[src/rtl/rectangle_rasterizer_top_assert.svh]
// assertion macros for the rectangle rasterizer
`ifndef RECTANGLE_RASTERIZER_TOP_ASSERT_SVH
`define RECTANGLE_RASTERIZER_TOP_ASSERT_SVH

// same-cycle implication, checked outside reset
`define RR_ASSERT_NOW(label, ante, cons, msg) \
  label: assert property (@(posedge clk) disable iff (!rst_n) (ante) |-> (cons)) \
    else $error(msg);

// next-cycle implication, checked outside reset
`define RR_ASSERT_NEXT(label, ante, cons, msg) \
  label: assert property (@(posedge clk) disable iff (!rst_n) (ante) |=> (cons)) \
    else $error(msg);

`endif

[src/rtl/rr_pkg.sv]
// shared types, codes and sizing helpers for the rectangle rasterizer
`default_nettype none

package rr_pkg;

  // default geometry
  localparam int MAX_DIM_DEFAULT   = 256;
  localparam int FRAC_BITS_DEFAULT = 8;

  // fixed field widths
  localparam int FIX_W  = 20;
  localparam int CHAR_W = 8;
  localparam int CFG_W  = 9;

  // register reset values
  localparam int DIM_RESET = 256;
  localparam logic [CHAR_W-1:0] BG_RESET = 8'd32;

  // shape characters
  localparam logic [CHAR_W-1:0] SHAPE_FILLED  = 8'd82;
  localparam logic [CHAR_W-1:0] SHAPE_OUTLINE = 8'd114;

  typedef enum logic [1:0] {
    OP_CLEAR = 2'd0,
    OP_DRAW  = 2'd1,
    OP_READ  = 2'd2,
    OP_NONE  = 2'd3
  } op_t;

  typedef enum logic [1:0] {
    STS_OK     = 2'd0,
    STS_REJECT = 2'd1,
    STS_RANGE  = 2'd2,
    STS_SPARE  = 2'd3
  } status_t;

  typedef enum logic [1:0] {
    CFG_WIDTH      = 2'd0,
    CFG_HEIGHT     = 2'd1,
    CFG_BACKGROUND = 2'd2,
    CFG_UNUSED     = 2'd3
  } cfg_idx_t;

  typedef enum logic [1:0] {
    S_IDLE,
    S_SCAN,
    S_READ,
    S_DONE
  } state_t;

  // control into the coverage unit
  typedef struct packed {
    logic load;
    logic filled;
  } cover_ctl_t;

  // bits of one pixel coordinate
  function automatic int coord_width(input int max_dim);
    return (max_dim > 1) ? $clog2(max_dim) : 1;
  endfunction

  // signed width that holds coordinates, corners and far edges
  function automatic int cmp_width(input int max_dim, input int frac);
    int cw;
    cw = coord_width(max_dim);
    return (cw + frac + 2 > FIX_W + 3) ? cw + frac + 2 : FIX_W + 3;
  endfunction

endpackage

`default_nettype wire

[src/rtl/rr_cover.sv]
// rectangle coverage unit: holds edge thresholds, tests one pixel per cycle
`default_nettype none

module rr_cover #(
  parameter int MAX_DIM   = rr_pkg::MAX_DIM_DEFAULT,
  parameter int FRAC_BITS = rr_pkg::FRAC_BITS_DEFAULT
) (
  input  wire logic                                       clk,
  input  wire rr_pkg::cover_ctl_t                         ctl,
  input  wire logic signed [rr_pkg::FIX_W-1:0]            rect_x,
  input  wire logic signed [rr_pkg::FIX_W-1:0]            rect_y,
  input  wire logic signed [rr_pkg::FIX_W-1:0]            rect_w,
  input  wire logic signed [rr_pkg::FIX_W-1:0]            rect_h,
  input  wire logic [rr_pkg::coord_width(MAX_DIM)-1:0]    col,
  input  wire logic [rr_pkg::coord_width(MAX_DIM)-1:0]    row,
  output logic                                            hit
);
  import rr_pkg::*;

  localparam int CMP_W = cmp_width(MAX_DIM, FRAC_BITS);
  localparam logic signed [CMP_W-1:0] ONE_FX = CMP_W'(1) << FRAC_BITS;

  logic signed [CMP_W-1:0] xlo_r, xlo1_r, xhi_r, xhi1_r;
  logic signed [CMP_W-1:0] ylo_r, ylo1_r, yhi_r, yhi1_r;
  logic                    filled_r;
  logic signed [CMP_W-1:0] x_ext, y_ext, xe_ext, ye_ext;
  logic signed [CMP_W-1:0] px, py;
  logic                    covered, edge_near;

  // far edges of the rectangle
  assign x_ext  = CMP_W'(rect_x);
  assign y_ext  = CMP_W'(rect_y);
  assign xe_ext = x_ext + CMP_W'(rect_w);
  assign ye_ext = y_ext + CMP_W'(rect_h);

  // thresholds captured when a draw starts
  always_ff @(posedge clk) begin
    if (ctl.load) begin
      xlo_r    <= x_ext;
      xlo1_r   <= x_ext + ONE_FX;
      xhi_r    <= xe_ext;
      xhi1_r   <= xe_ext - ONE_FX;
      ylo_r    <= y_ext;
      ylo1_r   <= y_ext + ONE_FX;
      yhi_r    <= ye_ext;
      yhi1_r   <= ye_ext - ONE_FX;
      filled_r <= ctl.filled;
    end
  end

  // pixel position in fixed point
  assign px = CMP_W'(col) << FRAC_BITS;
  assign py = CMP_W'(row) << FRAC_BITS;

  // covered, and within one unit of some edge
  assign covered   = (px >= xlo_r) && (px <= xhi_r) && (py >= ylo_r) && (py <= yhi_r);
  assign edge_near = (px < xlo1_r) || (py < ylo1_r) || (px > xhi1_r) || (py > yhi1_r);
  assign hit       = covered && (filled_r || edge_near);

endmodule

`default_nettype wire

[config.mk]
export PLATFORM = sky130hd
export DESIGN_NAME = rr_cover
export DESIGN_NICKNAME = d
export VERILOG_FILES = /design/src/rtl/rectangle_rasterizer_top_assert.svh /design/src/rtl/rr_pkg.sv /design/src/rtl/rr_cover.sv
export SDC_FILE = /design/constraint.sdc
export NUM_CORES = 1
export LEC_CHECK = 0
export BUFFER_PORTS_ARGS = -buffer_cell sky130_fd_sc_hd__buf_2
export CORE_ASPECT_RATIO = 0.7
export CORE_MARGIN = 2
export CORE_UTILIZATION = 45
export DETAILED_ROUTE_END_ITERATION = 7
export HOLD_SLACK_MARGIN = 0.06
export PLACE_DENSITY = 0.6
export REMOVE_ABC_BUFFERS = 1
export SETUP_SLACK_MARGIN = 0.4
export SYNTH_ARGS = -nofsm -noshare
export SYNTH_HDL_FRONTEND = slang
export SYNTH_SLANG_ARGS = --single-unit
export TNS_END_PERCENT = 10
[constraint.sdc]
create_clock -name clk -period 8.72 [get_ports clk]
set_input_delay 0.872 -clock clk [delete_from_list [all_inputs] [get_ports clk]]
set_output_delay 0.872 -clock clk [all_outputs]
set_load 0.01 [all_outputs]
==> qor.txt, run 1 <==
Clk sinks - 137
Final design area excluding fillers - 10280 sq um
Final setup fails - 0
Die area - 20730 sq um
Via count - 6426
Gr usage total - 0.2081
MaxCap Viol Count - 0
Avg Vias per Cell - 5.386
Post-CTS Setup Inserts - 0
Leak Pwr - 4.471 nW
Levels on crit path - 8
CP Buf/Inv Count - 2
Most frequent cells after synthesis - 137 x edfxtp_1, 108 x ha_1, 95 x inv_1, 48 x xnor2_1
Clock root cell - clkbuf_16
Cell family with most CP delay - compound AO/OA/AOI/OAI gates
Status - finished, final reports clean
Synthesized area per cell - 11.01 sq um
Async SR Flop Fraction - 0
Drt total wl - 20.34 mm
Count leader, synth - edfxtp_1
Worst setup SP type - primary input
Number of DRC markers in iteration 0 - 418
Die X - 171.2 um
Storage element area - 4114 sq um
Largest fanout on the critical path - 4
H-tree Lvls - 4
Setup TNS - 0 ns
Placed Cells - 1162
Total of fill cells in the finished design - 1675
Netlist Area Pre-Place - 8810 sq um
Port bufs - 99
PwrDens - 204.4 nW/um^2
Synth top area cells - edfxtp_1 47%, ha_1 15%, xnor2_1 4.8%
Hold_ws - 0.6322 ns
Final hold viol count - 0
CTS Hold Bufs - 0
Ports - 100
Area Overhead vs Synth - 16.75%
Hold crit path type - in -> reg
Nets - 1126
Post-DR wirelength/cell - 17.05 um
Synth top area share - 0.4670
Num CTS Buffers - 17
Least-Margin Pin Slew - 0.9519 ns
Post-layout minimum cycle time - 4.148 ns
Placed cell areas - 9642 sq um
FMAX - 241.1 MHz
EDFF count, synth - 137
Slew margin rel. - 0.3596
#FFs+latches synth - 137
Post-DP HPWL - 15.95 mm
Pin count of the biggest net entering global routing - 78
CTS tree - done
Area leader, netlist - edfxtp_1
DRC - 0
RSZ-0062 raised after global routing - false
Die height - 121.1 um
Core ar. - 19020 sq um
Vias in the first global route - 6021
Ys Warns - 0
Part of the cycle the worst path needs - 0.4757
RD Place Congestion - 0.8979
Worst EP required - 7.85 ns
Crit. End Element - output port
Area of the multi-input gates - 4332 sq um
Antenna diodes - 0
Most used DFF post-synth - edfxtp_1
Layout cells sized above 1 - 0.1529
CTS clk-pin slew, worst paths - 0.06 ns
First-pass detailed-route iteration total - 5
Antenna-violating nets left - 0
Initial antenna violation count - 0
Cell count after synthesis - 800
First-pass GRT wire length - 32.58 mm
GRT overflow - 0
Hold Crit Depth - 1
Pins over their slew limit - 0
Layout Cells excl Fill - 1193
CP arrival - 3.28 ns
Final Power - 2.102 mW
# rows - 42
Yosys cell types - 55
Max clock buf depth - 2
Initial Util - 0.4631
CP Cell Sequence - buf_2, ha_1, a21o_1, a2111oi_0, a221oi_1, and4_1, a2111oi_0, buf_2
Max IR drop VDD - 109.6 uV
Slowest-stage cell, CP - a2111oi_0
Sequential fraction of the synthesis area - 0.4670
CP max stage delay - 0.62 ns
Post-CTS Resized - 0
CP Class - in -> out
[flip-flops by register name, summed over array words and instances (netlist names)]
signal    count
yhi1_r       14
ylo_r        20
xhi_r        21
ylo1_r       13
filled_r      1
yhi_r        21
xlo_r        20
xlo1_r       13
xhi1_r       14
[layer usage]
metal,track usage,wire length (um),vias up
met5,0,0,-
met4,0.05191,214,0
met3,0.04110,1018,17
met2,0.2744,7952,140
met1,0.3402,11150,3056
li1,-,-,3213
[through the flow]
step,setup WS [ns],util
after floorplan,4.894,-
after global placement,4.540,0.5068
after detailed placement,4.476,0.5068
after CTS,4.546,0.5406
after global routing,4.319,0.5406
final,4.572,0.5406
[power by group]
part           internal [mW]  switching, mW  leakage (nW)
sequential             0.835         0.0243          1.34
clock                  0.508          0.290         0.308
combinational          0.181          0.263          2.82
total                   1.52          0.578          4.47
[area by class of cell]
| cell class | instances | area share |
|---|---|---|
| flip-flops and latches | 137 | 0.4000 |
| inverters | 95 | 0.03467 |
| well taps | 264 | 0.03212 |
| repair buffers | 100 | 0.04951 |
| multi-input cells | 566 | 0.4212 |
| clock buffers | 17 | 0.04136 |
| clock inverters | 14 | 0.02117 |
[cell usage in the layout, fill, tap and decap left out, types with 6 or more instances in the layout]
master | synthesis | layout
edfxtp_1 | 137 | 137
ha_1 | 108 | 108
buf_2 | 0 | 98
inv_1 | 95 | 95
xnor2_1 | 48 | 48
nand2_1 | 44 | 44
a21oi_1 | 44 | 44
nor2_1 | 43 | 43
a21o_1 | 34 | 34
o21ai_0 | 32 | 32
nand3_1 | 25 | 25
xor2_1 | 23 | 23
nor4_1 | 20 | 20
clkbuf_16 | 0 | 17
nor3_1 | 11 | 11
a211oi_1 | 8 | 8
nor2b_1 | 8 | 8
o211ai_1 | 8 | 8
o21bai_1 | 7 | 7
o21a_1 | 7 | 7
a31oi_1 | 6 | 6
and2_1 | 6 | 6
nand4_1 | 6 | 6
[cell families (layout without fill, tap and decap cells)]
family,Yosys count,count (layout),synth area share
AO/OA/AOI/OAI,183,183,0.1388
multiplexers,4,4,0.004687
buffers and inverters,97,226,0.04133
XOR/XNOR,71,71,0.07059
AND/OR/NAND/NOR,198,198,0.1197
adder cells (fa/ha/maj),110,110,0.1579
flip-flops,137,137,0.4670
[path summary, 6_finish.rpt]
check	startpoint	to	slack, ns
setup / recovery	row[5]	hit	4.57
hold / removal	ctl[0]	filled_r	0.63
(Power assumes the default switching activity.)
==> run 2: changes to the inputs <==
--- a/config.mk
+++ b/config.mk
@@ -11,7 +11,7 @@
 export CORE_UTILIZATION = 45
 export DETAILED_ROUTE_END_ITERATION = 7
 export HOLD_SLACK_MARGIN = 0.06
-export PLACE_DENSITY = 0.6
+export PLACE_DENSITY = 0.62
 export REMOVE_ABC_BUFFERS = 1
 export SETUP_SLACK_MARGIN = 0.4
 export SYNTH_ARGS = -nofsm -noshare
==> constraint.sdc (replaced) <==
create_clock -name clk -period 3.5 [get_ports clk]
set_input_delay 0.35 -clock clk [delete_from_list [all_inputs] [get_ports clk]]
set_output_delay 0.35 -clock clk [all_outputs]
set_load 0.01 [all_outputs]
==> run 2 against run 1 <==
Cell area grew 1.6%. Critical path type is now in -> reg. Utilization increased by 0.86 points. Non-clock buffer count grew 21. Power grew 150%. Highest routed layer unchanged. Critical path depth up 5. Setup slack got worse by 4.1 ns. Largest power group unchanged. Combinational power increased to 2.7 times the previous value. Die area did not move.
==> qor.txt, run 2 (same netlist as run 1, synthesis figures left out) <==
Post-DR wirelength/cell - 17.59 um
Antenna diodes - 0
First-pass detailed-route iteration total - 6
CTS Hold Bufs - 0
Most common cell after layout, fill and taps aside - edfxtp_1
Antenna-violating nets left - 0
Post-layout minimum cycle time - 3.052 ns
Largest fanout on the critical path - 4
Post-route setup slack - 0.4478 ns
RSZ-0062 raised after global routing - true
Max IR drop VDD - 331.3 uV
Pins over their slew limit - 0
Slew margin rel. - 0.4398
DRC - 0
MaxCap Viol Count - 0
Post-CTS Setup Inserts - 0
CP Cell Sequence - buf_2, ha_1, fa_1, a21o_1, a21oi_1, o21ai_0, o41ai_1, xor2_1, ha_1, inv_1, or3_1, nor3_2, xor2_1
# rows - 42
Final Power - 5.155 mW
Hold crit path type - in -> reg
Die area - 20730 sq um
CP Class - in -> reg
Initial Util - 0.4631
Avg Vias per Cell - 5.315
Largest regs - xhi_r (21), yhi_r (21)
FMAX - 327.6 MHz
Part of the cycle the worst path needs - 0.8721
Via count - 6458
Initial antenna violation count - 0
Area Overhead vs Synth - 18.59%
RD Place Congestion - 0.8801
Gr usage total - 0.2197
Post-DP HPWL - 16.79 mm
Clock root cell - clkbuf_16
Num CTS Buffers - 17
Most frequent cells in the layout - 137 x edfxtp_1, 108 x ha_1, 98 x buf_2
First-pass GRT wire length - 34.22 mm
Nets - 1147
Crit. End Element - register
Leak Pwr - 4.551 nW
Cell family with most CP delay - compound AO/OA/AOI/OAI gates
GRT overflow - 0
Final design utilization - 0.5492
Status - finished, final reports clean
Ports - 100
Max clock buf depth - 2
Vias in the first global route - 6234
Slowest-stage cell, CP - or3_1
Worst EP required - 3.65 ns
Final hold viol count - 0
Port bufs - 99
Pre-CTS WS - 0.02516 ns
CTS tree - done
Final setup fails - 0
Layout cells sized above 1 - 0.1777
Die height - 121.1 um
Worst setup SP type - primary input
Setup TNS - 0 ns
Clk sinks - 137
Core ar. - 19020 sq um
CP max stage delay - 0.43 ns
Number of DRC markers in iteration 0 - 607
Die X - 171.2 um
CP arrival - 3.20 ns
PwrDens - 493.5 nW/um^2
Least-Margin Pin Slew - 0.8326 ns
Drt total wl - 21.37 mm
H-tree Lvls - 4
CTS clk-pin slew, worst paths - 0.06 ns
Pin count of the biggest net entering global routing - 73
CP Buf/Inv Count - 2
run 2: per-stage QoR:
step / hold WS (ns) / cell area, sq um / instances
final: 0.1223 / 10450 / 1215
after floorplan: 0.4489 / 8802 / 798
after detailed placement: 0.5281 / 9799 / 1183
after global routing: 0.09895 / 10450 / 1215
after CTS: 0.09785 / 10440 / 1215
after global placement: 0.5348 / 9799 / 1183
run 2: routing by layer:
layer  routed length (um)  part of all wire  global-route usage
met1                12010              0.56              0.3675
met2                 8051              0.38              0.2823
met3                 1203             0.056             0.04697
met4                  106            0.0050             0.04449
met5                    0                 0                   0
run 2: path summary, 6_finish.rpt:
| path | from | to | slack, ns | cells after the start |
|---|---|---|---|---|
| max | rect_y[0] | yhi1_r[16] | 0.45 | 13 |
| min | rect_x[4] | xlo_r[4] | 0.12 | 1 |
run 2: area by class of cell:
| type | instances | area [sq um] |
|---|---|---|
| fillers | 1664 | 8576 |
| multi-input cells | 566 | 4394 |
| clock inverters | 14 | 156.4 |
| well taps | 264 | 330.3 |
| repair buffers | 121 | 666.9 |
| clock buffers | 18 | 429.2 |
| flip-flops and latches | 137 | 4114 |
| inverters | 95 | 356.6 |
run 2: power breakdown:
part           internal (mW)  switching (mW)  leakage, nW
clock                   1.11           0.715        0.277
sequential              2.08          0.0700         1.34
combinational          0.492           0.686         2.93
total                   3.68            1.47         4.55
run 2: timing repair:
item                                    in CTS  in global routing
pin swaps                                    3                  0
resized for setup                           11                  2
hold endpoints to repair                     0                  0
endpoints found under the setup margin       1                 15
==> run 3: changes to the inputs <==
--- a/config.mk
+++ b/config.mk
@@ -8,10 +8,10 @@
 export BUFFER_PORTS_ARGS = -buffer_cell sky130_fd_sc_hd__buf_2
 export CORE_ASPECT_RATIO = 0.7
 export CORE_MARGIN = 2
-export CORE_UTILIZATION = 45
+export CORE_UTILIZATION = 54
 export DETAILED_ROUTE_END_ITERATION = 7
 export HOLD_SLACK_MARGIN = 0.06
-export PLACE_DENSITY = 0.62
+export PLACE_DENSITY = 0.73
 export REMOVE_ABC_BUFFERS = 1
 export SETUP_SLACK_MARGIN = 0.4
 export SYNTH_ARGS = -nofsm -noshare
==> run 3 against run 2 <==
Die area down 16%. Routed wire length fell by 3.7%. Cell count shrank 3.7%. Combinational power hardly changed.
==> qor.txt, run 3 (same netlist as run 1, synthesis figures left out) <==
Status - finished, final reports clean
Port bufs - 99
GRT overflow - 0
Initial antenna violation count - 0
Post-route setup slack - 0.4811 ns
CP max stage delay - 0.42 ns
Max IR drop VDD - 339.1 uV
Crit. End Element - output port
Post-CTS Setup Inserts - 0
Die X - 156.7 um
Die height - 110.9 um
Drt total wl - 20.58 mm
Die area - 17370 sq um
CP Class - reg -> out
PwrDens - 486.8 nW/um^2
Num CTS Buffers - 17
Layout cells sized above 1 - 0.1810
Antenna-violating nets left - 0
Ports - 100
Final hold viol count - 0
Largest fanout on the critical path - 2
First-pass detailed-route iteration total - 5
Hold EP - filled_r
RD Place Congestion - 0.9086
DRC - 0
Hold Crit Depth - 1
Final design utilization - 0.6453
Most common cell after layout, fill and taps aside - edfxtp_1
Clk sinks - 137
Least-Margin Pin Slew - 0.6940 ns
Pins over their slew limit - 0
RSZ-0062 raised after global routing - true
Total of fill cells in the finished design - 1277
Part of the cycle the worst path needs - 0.8625
CP Cell Sequence - inv_2, ha_1, a21o_1, a21o_1, a221oi_2, o21ai_1, o311ai_2, nand3_1, a2111oi_4, buf_2
Gr usage total - 0.2421
Worst EP required - 3.15 ns
CP arrival - 2.67 ns
CTS tree - done
Area Overhead vs Synth - 18.31%
Final setup fails - 0
MaxCap Viol Count - 0
Core ar. - 16150 sq um
Pin count of the biggest net entering global routing - 54
Antenna diodes - 0
Most frequent CP cell - a21o_1
Most frequent cells in the layout - 137 x edfxtp_1, 108 x ha_1, 98 x buf_2
Via count - 6649
First-pass GRT wire length - 32.32 mm
FMAX - 331.2 MHz
Initial Util - 0.5454
Hold path startpoint - ctl[0]
Pre-CTS WS - 0.07608 ns
Clock root cell - clkbuf_16
Hold crit path type - in -> reg
H-tree Lvls - 4
Avg Vias per Cell - 5.683
Post-DP HPWL - 15.74 mm
Setup TNS - 0 ns
Post-layout minimum cycle time - 3.019 ns
Max clock buf depth - 2
# rows - 39
CTS clk-pin slew, worst paths - 0.06 ns
Leak Pwr - 4.532 nW
Number of DRC markers in iteration 0 - 731
Slew margin rel. - 0.5315
Vias in the first global route - 6145
Worst setup SP type - register
Largest regs - xhi_r (21), yhi_r (21)
Slowest-stage cell, CP - edfxtp_1
Nets - 1141
Placed Cells - 1138
Post-DR wirelength/cell - 17.59 um
Layout Cells excl Fill - 1170
==> run 3: changes by cell type in the layout (fill, tap and decap cells not counted), sizes merged <==
cell      previous run  this run
buf                121       115
bufinv               3         2
clkbuf              18        17
clkinv               7        10
clkinvlp             4         3
==> run 3: area by class of cell <==
class                      count  area (sq um)  share of cell area
sequential                   137          4114              0.3947
clock buffer                  17         425.4             0.04082
clock inverter                15         135.1             0.01297
inverter                      95         356.6             0.03421
multi-input combinational    566          4479              0.4298
tap                          225         281.5             0.02701
timing repair buffer         115         630.6             0.06050
==> run 3: metrics by stage <==
stage / power, mW / area [sq um] / hold WS (ns)
3_3_place_gp: 3.276 / 9714 / 0.5323
5_1_grt: 5.316 / 10420 / 0.09737
4_1_cts: 5.051 / 10350 / 0.09513
3_5_place_dp: 3.307 / 9714 / 0.5332
2_1_floorplan: 2.897 / 8802 / 0.4489
6_report: 5.074 / 10420 / 0.1073
==> run 3: worst max path at each step <==
stage | endpoint | slack, ns | startpoint
floorplan | yhi1_r[16] | 0.20 | rect_y[0]
CTS | hit | 0.41 | xlo_r[7]
detailed placement | yhi1_r[16] | 0.08 | rect_y[0]
global placement | yhi1_r[16] | 0.10 | rect_y[0]
finish | hit | 0.48 | yhi_r[10]
global route | hit | 0.31 | yhi_r[10]
==> run 3: worst max-delay path, delay by kind of cell, from the launching register on <==
kind / cells / cell delay (ns)
compound gates: 6 / 1.17
fa+ha+maj: 1 / 0.23
flops: 1 / 0.42
buf+inv: 2 / 0.26
simple gates: 1 / 0.18
==> run 3: repair_timing <==
| item | 4_1_cts | 5_1_grt |
|---|---|---|
| cloned | 0 | 0 |
| hold buffers | 0 | 0 |
| pin swaps | 1 | 5 |
| gates resized for setup | 14 | 14 |
| setup endpoints to repair | 1 | 6 |
==> run 3: power by group <==
part / total [mW] / switching (mW) / internal (mW) / leakage (nW)
clock network: 1.73 / 0.694 / 1.03 / 0.268
logic: 1.20 / 0.703 / 0.496 / 2.92
registers: 2.15 / 0.0668 / 2.08 / 1.34
==> run 3: layer usage <==
metal / up-vias / part of all wire / global-route usage
met3: 22 / 0.077 / 0.04652
li1: 3254 / - / -
met1: 3141 / 0.51 / 0.3972
met5: - / 0 / 0
met4: 0 / 0.0097 / 0.06789
met2: 232 / 0.40 / 0.3195
